[src/hdl/ict_pkg.sv]
// shared types, constants and the arctangent table of the tilt filter
package ict_pkg;

    localparam int SAMPLE_W = 16;
    localparam int ANGLE_W = 26;
    localparam int CFG_IDX_W = 2;
    localparam int CFG_DATA_W = 16;
    localparam int DEF_ANGLE_FRAC_BITS = 16;
    localparam int DEF_CORDIC_STEPS = 16;
    localparam int SQRT_STEPS = 16;
    localparam int ATAN_IDX_W = 5;
    localparam logic [15:0] BLEND_RESET = 16'd65208;

    // register indexes
    localparam logic [CFG_IDX_W-1:0] REG_GYRO_X_OFFSET = 2'd0;
    localparam logic [CFG_IDX_W-1:0] REG_GYRO_Y_OFFSET = 2'd1;
    localparam logic [CFG_IDX_W-1:0] REG_BLEND_WEIGHT = 2'd2;
    localparam logic [CFG_IDX_W-1:0] REG_TILT_AXIS = 2'd3;

    // commands from controller to datapath
    typedef struct packed {
        logic load_in;
        logic square;
        logic sqrt_step;
        logic cordic_load;
        logic cordic_step;
        logic conv;
        logic mul;
        logic acc;
        logic out_load;
    } ict_cmd_t;

    // status from datapath to controller
    typedef struct packed {
        logic sqrt_last;
        logic cordic_last;
        logic out_free;
    } ict_sts_t;

    // atan(2^-i) in binary angle units, 2^32 is a full turn
    function automatic logic [31:0] atan_bin(input logic [ATAN_IDX_W-1:0] idx);
        logic [31:0] v;
        case (idx)
            5'd0: v = 32'h20000000;
            5'd1: v = 32'h12E4051E;
            5'd2: v = 32'h09FB385B;
            5'd3: v = 32'h051111D4;
            5'd4: v = 32'h028B0D43;
            5'd5: v = 32'h0145D7E1;
            5'd6: v = 32'h00A2F61E;
            5'd7: v = 32'h00517C55;
            5'd8: v = 32'h0028BE53;
            5'd9: v = 32'h00145F2F;
            5'd10: v = 32'h000A2F98;
            5'd11: v = 32'h000517CC;
            5'd12: v = 32'h00028BE6;
            5'd13: v = 32'h000145F3;
            5'd14: v = 32'h0000A2FA;
            5'd15: v = 32'h0000517D;
            5'd16: v = 32'h000028BE;
            5'd17: v = 32'h0000145F;
            5'd18: v = 32'h00000A30;
            5'd19: v = 32'h00000518;
            5'd20: v = 32'h0000028C;
            5'd21: v = 32'h00000146;
            5'd22: v = 32'h000000A3;
            5'd23: v = 32'h00000051;
            default: v = 32'h00000000;
        endcase
        return v;
    endfunction

endpackage

[src/hdl/ict_ctrl.sv]
// sequencing state machine of the tilt filter
module ict_ctrl (
    input  logic              clk,
    input  logic              rst_n,
    input  logic              in_valid,
    output logic              in_ready,
    input  ict_pkg::ict_sts_t sts,
    output ict_pkg::ict_cmd_t cmd
);
    import ict_pkg::*;

    typedef enum logic [8:0] {
        ST_IDLE   = 9'b000000001,
        ST_SQUARE = 9'b000000010,
        ST_SQRT   = 9'b000000100,
        ST_LOAD   = 9'b000001000,
        ST_CORDIC = 9'b000010000,
        ST_CONV   = 9'b000100000,
        ST_MUL    = 9'b001000000,
        ST_ACC    = 9'b010000000,
        ST_WRITE  = 9'b100000000
    } state_t;

    state_t state_reg, state_next;

    // state register
    always_ff @(posedge clk or negedge rst_n)
    begin
        if (!rst_n)
        begin
            state_reg <= ST_IDLE;
        end
        else
        begin
            state_reg <= state_next;
        end
    end

    // next state and commands
    always_comb
    begin
        state_next = state_reg;
        cmd = '0;
        in_ready = 1'b0;
        case (state_reg)
            ST_IDLE:
            begin
                in_ready = 1'b1;
                if (in_valid)
                begin
                    cmd.load_in = 1'b1;
                    state_next = ST_SQUARE;
                end
            end
            ST_SQUARE:
            begin
                cmd.square = 1'b1;
                state_next = ST_SQRT;
            end
            ST_SQRT:
            begin
                cmd.sqrt_step = 1'b1;
                if (sts.sqrt_last)
                begin
                    state_next = ST_LOAD;
                end
            end
            ST_LOAD:
            begin
                cmd.cordic_load = 1'b1;
                state_next = ST_CORDIC;
            end
            ST_CORDIC:
            begin
                cmd.cordic_step = 1'b1;
                if (sts.cordic_last)
                begin
                    state_next = ST_CONV;
                end
            end
            ST_CONV:
            begin
                cmd.conv = 1'b1;
                state_next = ST_MUL;
            end
            ST_MUL:
            begin
                cmd.mul = 1'b1;
                state_next = ST_ACC;
            end
            ST_ACC:
            begin
                cmd.acc = 1'b1;
                state_next = ST_WRITE;
            end
            ST_WRITE:
            begin
                if (sts.out_free)
                begin
                    cmd.out_load = 1'b1;
                    state_next = ST_IDLE;
                end
            end
            default:
            begin
                state_next = ST_IDLE;
            end
        endcase
    end

endmodule

[config.mk]
export PLATFORM = sky130hd
export DESIGN_NAME = ict_ctrl
export DESIGN_NICKNAME = d
export VERILOG_FILES = /design/src/hdl/ict_pkg.sv /design/src/hdl/ict_ctrl.sv
export SDC_FILE = /design/constraint.sdc
export NUM_CORES = 1
export LEC_CHECK = 0
export BUFFER_PORTS_ARGS = -buffer_cell sky130_fd_sc_hd__buf_2
export CORE_AREA = 2 2 39 41
export DETAILED_ROUTE_END_ITERATION = 12
export DIE_AREA = 0 0 41 43
export PLACE_DENSITY = 0.71
export SLEW_MARGIN = 20
export SYNTH_ARGS = -nofsm -noshare
export SYNTH_HDL_FRONTEND = slang
export SYNTH_SLANG_ARGS = --single-unit
[constraint.sdc]
create_clock -name clk -period 1.68 [get_ports clk]
set_input_delay 0.084 -clock clk [delete_from_list [all_inputs] [get_ports clk]]
set_output_delay 0.084 -clock clk [all_outputs]
set_load 0.01 [all_outputs]
## Word level (Yosys, flattened, before mapping)

Index checks and enable logic that the tools add are counted.

- Register bits after elaboration: 9
- Bits of input ports: 6
- Output and inout bits: 10

- Equality and inequality tests: 13
- Muxes and demuxes: 17
- Reductions and logical operators: 1

Operators by type and width:

| kind | number |
|---|---|
| one-hot mux 9 bit (9 select lines) | 1 |
| 2-to-1 mux 9 bit | 4 |
| 2-to-1 mux 1 bit | 12 |
| equality test 9 x 1 -> 1 bit (second input constant) | 1 |
| equality test 9 x 2 -> 1 bit (second input constant) | 1 |
| equality test 9 x 3 -> 1 bit (second input constant) | 1 |
| equality test 9 x 4 -> 1 bit (second input constant) | 1 |
| equality test 9 x 5 -> 1 bit (second input constant) | 1 |
| equality test 9 x 6 -> 1 bit (second input constant) | 1 |
| equality test 9 x 7 -> 1 bit (second input constant) | 1 |
| equality test 9 x 8 -> 1 bit (second input constant) | 1 |
| equality test 9 bit (second input constant) | 1 |
| != test 2 bit (second input constant) | 4 |
| AND reduction 4 bit | 1 |

## Longest topological paths before layout

- Word-level depth: 3
- Depth in mapped cells: 5

## Least setup slack after synthesis

Ideal clock, no wire load.

- Path kind: reg2reg
- From: reg state_reg[1]
- To: reg state_reg[4]
- Library setup time: 65 ps
- Data arrival time: 1405 ps
- Required time: 1615 ps
- Path slack: 210 ps
- Stages on the path, launching flop included: 5
- Path buffers: 0
- Period minus slack after synthesis: 1470 ps
- Cell sequence: dfrtp_1 nor4_1 nand2_1 nor3b_1 a21o_1

- Cells in the longest elaborated chain, start to end: 3
- Elaborated cells between the ends (all ways): 15

Ends and longest elaborated chain:

| item | RTL line | source |
|---|---|---|
| start: declaration | ict_ctrl.sv:24 | `state_t state_reg, state_next;` |
| start signal: assignment | ict_ctrl.sv:35 | `state_reg <= state_next;` |
| equality test 9 x 3 -> 1 bit, or another cell as far along | ict_ctrl.sv:45 | `case (state_reg)` |
| != test 2 bit (no source line) | - |  |
| AND reduction 4 bit (no source line) | - |  |

Parallel ways exist; a longest one is shown, timed or not.
A chain may end at the register's enable or synchronous reset.

==> metrics.md <==
| Metric | Value |
|---|---|
| Status | `finished, final reports clean` |
| Die area | `about 1800 µm²` |
| H-tree depth | `1` |
| WL/cell | `13.3 µm` |
| Antenna diodes | `0` |
| PnR worst setup slack | `0.0206 ns` |
| Setup WS pre-CTS | `0.192 ns` |
| Peak VDD IR | `0.520 mV` |
| Primary FF master, synth | `dfrtp_1` |
| Gate Count Post-Synth | `64` |
| Worst r2r src | `state_reg[3]$_DFFE_PN0P_` |
| PD cells | `between 1000 and 1500 nW/µm²` |
| Routed Antenna Nets | `0` |
| Yosys cell types | `29` |
| CTS buffer count | `3` |
| EDFF count, synth | `0` |
| Largest fanout on the critical path | `5` |
| CTS Sinks | `9` |
| IO buf count | `15` |
| Crit path capture type | `output port` |
| Critical path launch point | `state_reg[0]$_DFFE_PN1P_` |
| CTS tree | `built` |
| P&R area growth vs syn | `47.1%` |
| Slowest CP cell | `dfstp_2` |
| Peak Freq | `603 MHz` |
| Hold Startpoint | `sts[0]` |
| Leak Pwr | `0.460 nW` |
| RSZ-0062 raised after global routing | `true` |
| Initial Utilization | `44.1%` |
| Placed insts | `96` |
| Final hold viol count | `0` |
| Worst EP arrival | `1.58 ns` |
| Final Cell Area | `898 µm²` |
| Top cells by count, synth | `dfrtp_1 (8), and2_1 (5), and4b_1 (5), nand3_1 (4), nor3b_1 (4)` |
| Post-route DRC violation count | `0` |
| Worst-margin pin slew | `0.359 ns` |
| Yosys reg bits | `9` |
| Antenna violations before repair | `0` |
| Area of the multi-input gates | `420 µm²` |
| Global-route wire length before repair | `2140 µm` |
| Congestion Overflow GR | `0` |
| Initial DRC Count | `2` |
| Core area | `1380 µm²` |
| Final Routed Wirelength | `1430 µm` |
| Register area | `233 µm²` |
| Final worst-path cycle share | `98.8%` |
| Layout fillers | `between 100 and 150` |
| Setup_tns | `0 ns` |
| Relative slew slack | `75.7%` |
| Vias/cell | `5.54` |
| Die height | `43 µm` |
| Area leader, netlist | `dfrtp_1` |
| CP max stage delay | `0.61 ns` |
| Post-DP HPWL | `949 µm` |
| Vias in the first global route | `500` |
| Pwr Total | `between 1 and 1.5 mW` |
| Largest net degree at the start of global routing | `13` |
| TritonRoute pass-1 iters | `4` |
| # nets final | `99` |
| Root Buffer | `clkbuf_4` |
| CTS max path bufs | `2` |
| Max-cap violations | `0` |
| FF-to-FF path depth | `7` |
| Layout cell share with drive strength beyond 1 | `52.2%` |
| Crit path cell chain | `nor4b_4 -> and3_4 -> and2_4 -> buf_6` |
| Worst Hold Class | `primary input to flop` |
| Hold depth | `2` |
| Syn Nets | `70` |
| Ys async rst share | `100%` |
| CP required | `about 1.6 ns` |
| Clock latency at the later pin of the worst-skew pair | `0.26 ns` |
| Worst-case clock skew | `0.00273 ns` |
| Final min period | `1.66 ns` |
| Max Slew Vio Count | `0` |
| Top cells by area, synth | `dfrtp_1 (33%), and4b_1 (8.2%), and2_1 (5.1%)` |
| Setup-failing EPs final | `0` |
| Total Routing Usage GR | `18.6%` |
| Placer Congestion | `0.773` |
| Final std cells w/o fill | `108` |
| Routed vias | `598` |
| Sequential share of the synthesized area | `37.1%` |
| Fin Hold WS | `0.0245 ns` |
| Final cell utilization of the core | `64.9%` |
| Largest register FFs | `9` |
| Top-count cell post-synth | `dfrtp_1` |
| Placed Area | `723 µm²` |
| Num ports | `16` |
| Clk pin slew, worst setup/hold paths | `0.06 ns` |
| Top-area cell type share of the netlist area | `32.8%` |
| Synthesis Warnings | `0` |
| Die width | `~41 µm` |
| Worst Setup Path Type | `flop to output port` |
| Avg Inst Size Synth | `about 9.5 µm²` |
| Row cnt | `14` |
| Critical path startpoint category | `flop` |
| Cell Area, Synth | `611 µm²` |
## final cells by class
cell class	instances	share of cell area (%)
Clock buffer	4	2.92
Tap cell	16	2.23
Timing Repair Buffer	28	21.3
Multi-Input combinational cell	49	46.8
Inverter	2	0.836
Sequential cell	9	25.9
## path summary, 6_finish.rpt
kind | end | slack [ns]
hold / removal | state_reg[8]$_DFFE_PN0P_ | 0.02
min in group asynchronous | state_reg[3]$_DFFE_PN0P_ | 0.19
max in group asynchronous | state_reg[0]$_DFFE_PN1P_ | 1.24
setup / recovery | cmd[8] | 0.02
setup reg to reg | state_reg[0]$_DFFE_PN1P_ | 0.19
hold reg to reg | state_reg[7]$_DFFE_PN0P_ | 0.67
## routing by layer
metal	up-vias	GRT usage (%)	part of all wire, %	wire (µm)
met5	-	0	0	0
met4	0	10.0	2.1	30
met3	4	7.85	3.9	56
met2	11	26.3	51	736
met1	290	23.1	43	610
li1	293	-	-	-
## worst max-delay path, delay by kind of cell, from the launching register on
kind                   cells  cell delay [ns]
flip-flops                 1             0.61
AND/OR/NAND/NOR            3             0.60
buffers and inverters      1             0.09
## layout by cell type, fill, tap and decap left out, drive strengths merged, types with 2 or more instances in the layout
master   n
nand3    4
nand2b   2
and3     3
nand2    3
inv      2
xor2     2
and4b    5
clkbuf   4
buf     27
o211ai   2
and2     5
nor4b    3
dfrtp    8
nor4     2
nor3     3
nor2     3
nor3b    5
## cell families (layout without fill, tap and decap cells)
| family | Yosys count | after routing | synth area share (%) |
|---|---|---|---|
| DFF | 9 | 9 | 37.1 |
| and+or+nand+nor | 40 | 40 | 47.1 |
| xor gates and xnor gates | 2 | 2 | 2.87 |
| AOI/OAI and AO/OA | 7 | 7 | 8.40 |
| buffers and inverters | 6 | 34 | 4.51 |
## power breakdown
group          leakage [nW]  internal, mW  total [mW]  switching (mW)
clock                0.0150        0.0917       0.170          0.0782
sequential            0.113         0.265       0.352          0.0871
combinational         0.332         0.358       0.577           0.219
total                 0.460         0.715        1.10           0.385
## timing repair
item / in CTS / in global routing
hold buffers: 1 / 0
hold endpoints to repair: 9 / 0
gates resized for setup: 7 / 13
buffers inserted: 0 / 7
endpoints found under the setup margin: 4 / 9
pin swaps: 2 / 6
(Power assumes the default switching activity.)
